$ cat config.mk
export PLATFORM = sky130hd
export DESIGN_NAME = npt_cell
export DESIGN_NICKNAME = d
export VERILOG_FILES = /design/src/hw/rtl/npt_pkg.sv /design/src/hw/rtl/npt_cell.sv
export SDC_FILE = /design/constraint.sdc
export NUM_CORES = 1
export LEC_CHECK = 0
export ABC_CLOCK_PERIOD_IN_PS = 3200
export BUFFER_PORTS_ARGS = -buffer_cell sky130_fd_sc_hd__clkbuf_2
export CAP_MARGIN = 10
export CORE_MARGIN = 2
export CORE_UTILIZATION = 42
export DETAILED_ROUTE_END_ITERATION = 12
export PLACE_DENSITY = 0.91
export SYNTH_ARGS = -nofsm -noshare
export SYNTH_HDL_FRONTEND = slang
export SYNTH_SLANG_ARGS = --single-unit
export TNS_END_PERCENT = 1
$ cat constraint.sdc
create_clock -name clk -period 3.2 [get_ports clk]
set_clock_uncertainty 0.1 [all_clocks]
set_input_delay 0.32 -clock clk [delete_from_list [all_inputs] [get_ports clk]]
set_output_delay 0.32 -clock clk [all_outputs]
set_load 0.02 [all_outputs]
$ cat src/hw/rtl/npt_pkg.sv
// Shared types and constants for the nearest point table.
// No dependencies.
`timescale 1ns / 1ps

package npt_pkg;

	localparam int COORD_W = 20;
	localparam int DIST_W  = 42;

	// squared distance limit in eighth units squared (64 * 999999999)
	localparam logic [DIST_W-1:0] FAR_LIMIT = 42'd63999999936;

	localparam logic [1:0] MODE_INSERT = 2'd0;
	localparam logic [1:0] MODE_DELETE = 2'd1;
	localparam logic [1:0] MODE_CLEAR  = 2'd2;
	localparam logic [1:0] MODE_SEARCH = 2'd3;

	localparam logic [1:0] STATUS_OK      = 2'd0;
	localparam logic [1:0] STATUS_FULL    = 2'd1;
	localparam logic [1:0] STATUS_BAD_IDX = 2'd2;

	typedef struct packed {
		logic signed [COORD_W-1:0] z;
		logic signed [COORD_W-1:0] y;
		logic signed [COORD_W-1:0] x;
	} point_t;

	typedef struct packed {
		logic ld_new;
		logic ld_nbr;
	} cell_ctl_t;

endpackage

$ cat src/hw/rtl/npt_cell.sv
// One table cell: holds a point, loads a new point or its neighbor's point.
// Depends on npt_pkg.
`timescale 1ns / 1ps

module npt_cell (
	input  logic               clk,
	input  npt_pkg::cell_ctl_t ctl,
	input  npt_pkg::point_t    new_point,
	input  npt_pkg::point_t    nbr_point,
	output npt_pkg::point_t    point
);

	npt_pkg::point_t point_q;

	always_ff @(posedge clk) begin
		if (ctl.ld_new) begin
			point_q <= new_point;
		end else if (ctl.ld_nbr) begin
			point_q <= nbr_point;
		end
	end

	assign point = point_q;

endmodule

==> metrics.yaml <==
rsz0062_at_grt: "false"
dp_slack_ns: 1.11
yosys-top-cells-count: "edfxtp_1 (60), mux2_4 (59), buf_12 (6)"
htree_levels: 3
synth_area_mm2: 0.00284
netlist_instances: 128
met3_usage_pct: 8.38
slew_headroom_pct: 56.2
syn_area_per_cell_um2: 22.2
met1_usage_pct: 17.8
rows: 29
dpl_cell_area_mm2: 0.00374
ys_seq_elements: 60
pin_count: 183
powerDensity_mw_per_mm2: 538
vias: 1896
yosys_warnings: 0
start_util_pct: 43.9
outcome: "finished clean"
drc: 0
yosysTopAreaCell: "edfxtp_1"
critical_path_class: "primary input to flop"
ys_seq_area_share_pct: 63.5
end_kind: "flop"
fin_util_pct: 61.2
detailed_place_hpwl_um: 5340
detail_route.iter0.violations: 37
ir_worst_vdd_v: 0.000364
grt_max_degree: 36
synth_area_leaders: "edfxtp_1 (64%), mux2_4 (31%), buf_12 (4.2%)"
grtUsageTotal_pct: 18.5
required_ns: 3.13
cts_max_path_buffers: 2
syn_to_final_growth_pct: 39.3
multi_input_area_um2: 903
timing.final.ws_setup_ns: 1.47
min_path_type: "primary input to flop"
cts.sinks: 60
finalSetupTns_ns: 0
ys.flop_type: "edfxtp_1"
die_y_um: 86.2
worstMarginPinSlew_ns: 0.658
setup-violations-final: 0
gp_congestion: 0.807
n_fill_cell: 496
hold_viol_final: 0
grt-busiest-layer: "met2"
wirelength_um: 6770
vias_per_cell: 4.76
cts_buffers: 9
use_met2_pct: 33.8
yosys.area.top_type_share_pct: 63.5
post_cts_resized: 0
hold-path-cell-count: 2
synthArstFlopShare_pct: 0
cts_setup_buffers: 0
antenna_found_initial: 0
wire_per_inst_um: 17.0
overflow: 0
drive_gt1_share_pct: 80.1
final_nets: 439
worstSetupStartpointType: "primary input"
min_period_ns: 1.73
dr.pass1.iters: 4
n_antenna_cell: 0
grt_pass1_wl_um: 9930
crit_arrival_ns: 1.65
grt_pass1_vias: 2048
drtAntennaViolNets: 0
ys_types: 6
port_buffers: 182
drv_cap: 0
fmax_ghz: 0.579
final_max_slew_viol_count: 0
p_leak_uw: 0.00198
synth_edf_count: 60
synth_nets: 251
crit_fanout: 34
yosysMostFrequentCell: "edfxtp_1"
finalCritPeriodShare_pct: 53.9
path_clk_slew_ns: 0.07
final_area_mm2: 0.00395
clockRootBuffer: "clkbuf_8"
die_x_um: 86.2
hold_buffers: 0
hold_ws_ns: 0.185
core_mm2: 0.00646
largest_reg_flops: 60
die_area_mm2: 0.00743
cts_tree: "done"
seq_area_mm2: 0.00180
[report_power, final]
group          switching (µW)  leakage [µW]  internal [µW]  total (µW)
Clock                     281      0.000103            435         716
Combinational             220       0.00126            198         418
Sequential               27.0      0.000611            966         993
[layout make-up]
| class | instances | share of cell area, % |
|---|---|---|
| Clock buffer | 11 | 3.33 |
| Multi-Input combinational cell | 61 | 22.9 |
| Sequential cell | 60 | 45.6 |
| Tap cell | 77 | 2.44 |
| Timing Repair Buffer | 184 | 23.8 |
| Clock inverter | 5 | 1.93 |
[cell usage in the layout, fill, tap and decap left out, drive strengths merged]
master  netlist  layout
or2           1       1
clkbuf        0     192
edfxtp       60      60
buf           7       3
bufinv        0       2
mux2         60      60
clkinv        0       3
[critical path, stage by stage]
cell    delay, ns
buf_4        0.38
or2_2        0.64
buf_12       0.29
[through the flow]
step | power [µW] | std cells
after floorplan | 1260 | 128
after global placement | 1420 | 382
after detailed placement | 1430 | 382
after CTS | 2150 | 398
after global routing | 2210 | 398
final | 2130 | 398
[routing by layer]
| layer | vias up | wire (µm) | share of wire, % |
|---|---|---|---|
| met5 | - | 0 | 0 |
| li1 | 877 | - | - |
| met3 | 20 | 615 | 9.1 |
| met1 | 879 | 2180 | 32 |
| met4 | 0 | 236 | 3.5 |
| met2 | 120 | 3740 | 55 |
[final timing paths]
check                          from   endpoint  slack [ns]
worst max-delay path         ctl[1]   point[5]        1.47
worst min-delay path  new_point[26]  point[26]        0.18
[cell families (layout without fill, tap and decap cells)]
group | Yosys count | count (layout) | synth area share (%)
flops | 60 | 60 | 63.5
simple gates | 1 | 1 | 0.221
buf+inv | 7 | 200 | 4.63
mux | 60 | 60 | 31.6
Power figures use the tool's default switching activity.
