`src/hw/rtl/npt_pkg.sv`:
```
// Shared types and constants for the nearest point table.
// No dependencies.
`timescale 1ns / 1ps

package npt_pkg;

	localparam int COORD_W = 20;
	localparam int DIST_W  = 42;

	// squared distance limit in eighth units squared (64 * 999999999)
	localparam logic [DIST_W-1:0] FAR_LIMIT = 42'd63999999936;

	localparam logic [1:0] MODE_INSERT = 2'd0;
	localparam logic [1:0] MODE_DELETE = 2'd1;
	localparam logic [1:0] MODE_CLEAR  = 2'd2;
	localparam logic [1:0] MODE_SEARCH = 2'd3;

	localparam logic [1:0] STATUS_OK      = 2'd0;
	localparam logic [1:0] STATUS_FULL    = 2'd1;
	localparam logic [1:0] STATUS_BAD_IDX = 2'd2;

	typedef struct packed {
		logic signed [COORD_W-1:0] z;
		logic signed [COORD_W-1:0] y;
		logic signed [COORD_W-1:0] x;
	} point_t;

	typedef struct packed {
		logic ld_new;
		logic ld_nbr;
	} cell_ctl_t;

endpackage

```
`src/hw/rtl/npt_dist.sv`:
```
// Squared distance pipeline and running minimum for search.
// Depends on npt_pkg.
`timescale 1ns / 1ps

module npt_dist #(
	parameter int IW = 7
) (
	input  logic                          clk,
	input  logic                          arst_n,
	input  logic                          start,
	input  logic                          feed,
	input  logic [IW-1:0]                 feed_idx,
	input  npt_pkg::point_t               query,
	input  npt_pkg::point_t               point,
	output logic                          found,
	output logic [IW-1:0]                 best_idx,
	output logic [npt_pkg::DIST_W-1:0]    best_dist
);

	localparam int DW = npt_pkg::DIST_W;
	localparam int MW = npt_pkg::COORD_W + 1;

	logic          vld_s1, vld_s2, vld_s3;
	logic [IW-1:0] idx_s1, idx_s2, idx_s3;
	logic [MW-1:0] ax_s1, ay_s1, az_s1;
	logic [DW-1:0] sx_s2, sy_s2, sz_s2;
	logic [DW-1:0] sum_s3;
	logic          found_q;
	logic [IW-1:0] idx_q;
	logic [DW-1:0] best_q;
	logic signed [MW-1:0] dx, dy, dz;

	always_comb begin
		dx = {query.x[MW-2], query.x} - {point.x[MW-2], point.x};
		dy = {query.y[MW-2], query.y} - {point.y[MW-2], point.y};
		dz = {query.z[MW-2], query.z} - {point.z[MW-2], point.z};
	end

	always_ff @(posedge clk or negedge arst_n) begin
		if (!arst_n) begin
			vld_s1  <= 1'b0;
			vld_s2  <= 1'b0;
			vld_s3  <= 1'b0;
			found_q <= 1'b0;
		end else begin
			vld_s1 <= feed;
			vld_s2 <= vld_s1;
			vld_s3 <= vld_s2;
			if (start) begin
				found_q <= 1'b0;
			end else if (vld_s3 && sum_s3 < best_q) begin
				found_q <= 1'b1;
			end
		end
	end

	always_ff @(posedge clk) begin
		idx_s1 <= feed_idx;
		ax_s1  <= dx[MW-1] ? MW'(-dx) : MW'(dx);
		ay_s1  <= dy[MW-1] ? MW'(-dy) : MW'(dy);
		az_s1  <= dz[MW-1] ? MW'(-dz) : MW'(dz);
		idx_s2 <= idx_s1;
		sx_s2  <= DW'(ax_s1 * ax_s1);
		sy_s2  <= DW'(ay_s1 * ay_s1);
		sz_s2  <= DW'(az_s1 * az_s1);
		idx_s3 <= idx_s2;
		// three squares stay below 2^42
		sum_s3 <= sx_s2 + sy_s2 + sz_s2;
		if (start) begin
			best_q <= npt_pkg::FAR_LIMIT;
			idx_q  <= '0;
		end else if (vld_s3 && sum_s3 < best_q) begin
			best_q <= sum_s3;
			idx_q  <= idx_s3;
		end
	end

	assign found     = found_q;
	assign best_idx  = idx_q;
	assign best_dist = best_q;

endmodule

```
`config.mk`:
```
export PLATFORM = sky130hd
export DESIGN_NAME = npt_dist
export DESIGN_NICKNAME = d
export VERILOG_FILES = /design/src/hw/rtl/npt_pkg.sv /design/src/hw/rtl/npt_dist.sv
export SDC_FILE = /design/constraint.sdc
export NUM_CORES = 2
export LEC_CHECK = 0
export ABC_AREA = 1
export BUFFER_PORTS_ARGS = -buffer_cell sky130_fd_sc_hd__buf_2
export CAP_MARGIN = 25
export CELL_PAD_IN_SITES_DETAIL_PLACEMENT = 1
export CELL_PAD_IN_SITES_GLOBAL_PLACEMENT = 2
export CORE_ASPECT_RATIO = 0.9
export CORE_MARGIN = 1
export CORE_UTILIZATION = 35
export CTS_CLUSTER_DIAMETER = 30
export DETAILED_ROUTE_END_ITERATION = 16
export HOLD_SLACK_MARGIN = 0.1
export PLACE_DENSITY_LB_ADDON = 0.1
export SLEW_MARGIN = 20
export SYNTH_ARGS = -nofsm -noshare
export SYNTH_HDL_FRONTEND = slang
export SYNTH_SLANG_ARGS = --single-unit
export TNS_END_PERCENT = 50
```
`constraint.sdc`:
```
create_clock -name clk -period 9.24 [get_ports clk]
set_clock_uncertainty 0.15 [all_clocks]
set_input_delay 0.924 -clock clk [delete_from_list [all_inputs] [get_ports clk]]
set_output_delay 0.924 -clock clk [all_outputs]
set_load 0.02 [all_outputs]
```
==> impl_results.md <==
- Status: finished clean
- Tmin final: around 7.2 ns
- Top delay family on crit path: adder cells
- HP Class: reg2reg
- Ratio of cells with drive above 1 in the final layout: 6.347%
- Setup CP Type: reg2reg
- RSZ-0062 raised after global routing: no
- Unique masters post-synth: 52
- Vias in the first global route: between 50,000 and 60,000
- CP required: about 9.7 ns
- TritonCTS Buffers: 88
- I/O pin cnt: between 150 and 200
- Commonest cells after routing, fill and taps aside: inv_1 (2,013), nand2_1 (1,594), fa_1 (973)
- First-pass GRT wire length: around 280 mm
- Number of port buffers: 180
- CP endpoint kind: register
- Met1 wire length: 86.76 mm
- Seq/Total Area, Yosys: 10.73%
- Metal3 WL: ~6.2 mm
- Root Buffer: clkbuf_16
- DR vias: ~45,000
- Worst-path cell chain: nand2_1 > fa_1 > inv_1 > fa_1 > inv_1 > fa_1 > inv_1 > fa_1 > inv_1 > fa_1 > inv_1 > fa_1 > inv_1 > fa_1 > inv_1 > ha_1 > nand2_1 > nor2_1 > inv_1 > o21ai_0 > nand4_1 > nand3_1 > xor2_1
- Largest stage delay, worst path: between 0.9 and 1 ns
- Die width: 425.6 µm
- Largest net degree at the start of global routing: 50
- Clk_lat worst skew: between 0.6 and 0.7 ns
- Post-synthesis register bit count: 302
- Remaining DRCs: 0
- Top Metal Used: met4
- Clk pin slew, worst setup/hold paths: approximately 0.050 ns
- Initial core utilization: 35.33%
- Footprint of the multi-input gates: approximately 0.042 mm²
- Worst slew pin tran: approximately 1.1 ns
- Hpwl dp: ~150 mm
- Top FF cell, synth: dfxtp_1
- Peak Freq: about 140 MHz
- Die Ht: between 300 and 400 µm
- Total number of H-tree levels: 3
- DIE AREA: 0.1631 mm²
- Register area: 0.006072 mm²
- Area delta synth->final: 11.92%
- CTS sink cnt: around 300
- Ys async rst share: 1.325%
- Mapped Cells: between 7,000 and 8,000
- Ys Warns: 0
- Max Fanout on Critical Path: 22
- DR WL/cell: ~18 µm
- Post-synth EDFFs: 0
- Core region area: approximately 0.16 mm²
- CTS tree: built
- Final #Nets: a little over 9,000
- Slew Limit Fails: 0
- MaxCap Viol Count: 0
- Rows: between 100 and 150
- Grt total ovfl: 0
- Average size of a mapped cell: approximately 7.8 µm²
- CTS max path bufs: 3
- DRT Pass-1 Iters: 5
- Kind of start point of the critical path: register
- CP max stage cell: dfxtp_1
- Commonest non-fill, non-tap cell in the layout: inv_1
- ANT nets after route: 0
- Met2 WL: between 70 and 80 mm
- # setup viols final: 0
- Routed vias/inst: between 4 and 5
- Final hold vios: 0
- CP arrival: 7.61 ns
- First DRT Iteration DRCs: between 1,500 and 2,000
- Worst path most repeated cell: inv_1
- Setup TNS: 0 ns
- Synthesized area: about 0.057 mm²
- GRT Util Overall: between 20 and 25%
- Worst rel slew slack: 29.21%
- # fillers: just under 20,000
- Final Wtd Congestion: ~0.87
- Final WL: approximately 170 mm
- Buf/Inv on CP: 8
- Initial antenna violation count: 4
- Final worst path period share: between 70% and 80%
## metal layers
metal / GRT usage (%) / vias up
met2: 34.99 / 673
met1: 31.66 / 22360
li1: - / 21970
met3: 2.711 / 172
met4: 4.523 / 0
met5: 0 / -
## per-stage QoR
stage          std cells  setup slack, ns  utilization, %  hold WS, ns  area, µm²
3_5_place_dp        9495            2.006           37.48       0.1646      59970
4_1_cts             9660            2.027           39.52       0.1309      63240
5_1_grt             9663            1.630           39.54       0.1541      63270
2_1_floorplan       7294            3.158               -       0.1596      56540
3_3_place_gp        9491            1.856           37.44       0.1627      59900
6_report            9663            2.083           39.54       0.1735      63270
## cell usage after synthesis, types with 13 or more instances
| cell | count | area, µm² |
|---|---|---|
| inv_1 | 2013 | 7556 |
| nand2_1 | 1596 | 5991 |
| fa_1 | 973 | 19480 |
| ha_1 | 605 | 7570 |
| nor2_1 | 378 | 1419 |
| dfxtp_1 | 298 | 5966 |
| a21oi_1 | 292 | 1461 |
| nand3_1 | 272 | 1361 |
| xor2_1 | 161 | 1410 |
| o21ai_0 | 136 | 680.7 |
| clkbuf_1 | 135 | 506.7 |
| xnor2_1 | 65 | 569.3 |
| nand4_1 | 49 | 306.5 |
| nor3_1 | 39 | 195.2 |
| a31oi_1 | 37 | 231.5 |
| a21o_1 | 27 | 202.7 |
| o21bai_1 | 26 | 195.2 |
| nand2_2 | 17 | 106.4 |
| nor2_2 | 16 | 100.1 |
| nor4_1 | 14 | 87.58 |
| buf_2 | 13 | 65.06 |
## timing repair
item                                   4_1_cts  5_1_grt
setup buffers                                0        0
endpoints found under the hold margin        4        0
hold buffers                                 1        0
resized for setup                            0        0
## final timing paths
kind | start | endpoint | slack (ns) | depth (start not counted)
max in group asynchronous | arst_n | vld_s2 | 8.40 | 2
worst min register to register | idx_s2[0] | idx_s3[0] | 0.17 | 0
min in group asynchronous | arst_n | vld_s1 | 0.42 | 2
worst min-delay path | idx_s2[0] | idx_s3[0] | 0.17 | 0
worst max-delay path | ay_s1[4] | sy_s2[30] | 2.08 | 23
worst max register to register | ay_s1[4] | sy_s2[30] | 2.08 | 23
## kinds of logic (layout without fill, tap and decap cells)
kind of cell / count (synthesis) / in the layout / share of synthesized area, %
buffers and inverters: 2174 / 2427 / 14.52
DFF: 302 / 302 / 10.73
adders and majority gates: 1578 / 1578 / 47.85
AOI/OAI and AO/OA: 576 / 576 / 5.684
and+or+nand+nor: 2432 / 2432 / 17.63
other: 1 / 4 / 0.006633
xor gates and xnor gates: 229 / 229 / 3.588
## final cells by class
| class | count | area share, % |
|---|---|---|
| multi-input cells | 4818 | 66.82 |
| inverters | 2019 | 11.98 |
| flip-flops and latches | 302 | 9.597 |
| well taps | 2115 | 4.182 |
| clock buffers | 103 | 3.696 |
| repair buffers | 244 | 2.266 |
| clock inverters | 61 | 1.453 |
| diodes | 1 | 0.003955 |
## state kept, by name (all words and copies together), names as in the netlist
signal     cells
idx_s3         7
vld_s1         1
idx_s2         7
sx_s2         41
vld_s3         1
vld_s2         1
best_dist     42
az_s1         21
sz_s2         41
ax_s1         21
best_idx       7
sum_s3        42
found          1
ay_s1         21
sy_s2         41
idx_s1         7
## worst register-to-register path, stage by stage (launching register included)
cell,delay (ns)
dfxtp_1,0.97
nand2_1,0.23
fa_1,0.56
inv_1,0.05
fa_1,0.49
inv_1,0.05
fa_1,0.48
inv_1,0.05
fa_1,0.50
inv_1,0.06
fa_1,0.52
inv_1,0.05
fa_1,0.47
inv_1,0.05
fa_1,0.48
inv_1,0.05
ha_1,0.41
nand2_1,0.11
nor2_1,0.18
inv_1,0.05
o21ai_0,0.47
nand4_1,0.27
nand3_1,0.17
xor2_1,0.21
Power is left out: the tool's default activity adds up to more than one toggle a clock period on the data nets, which glitch-free logic cannot reach.
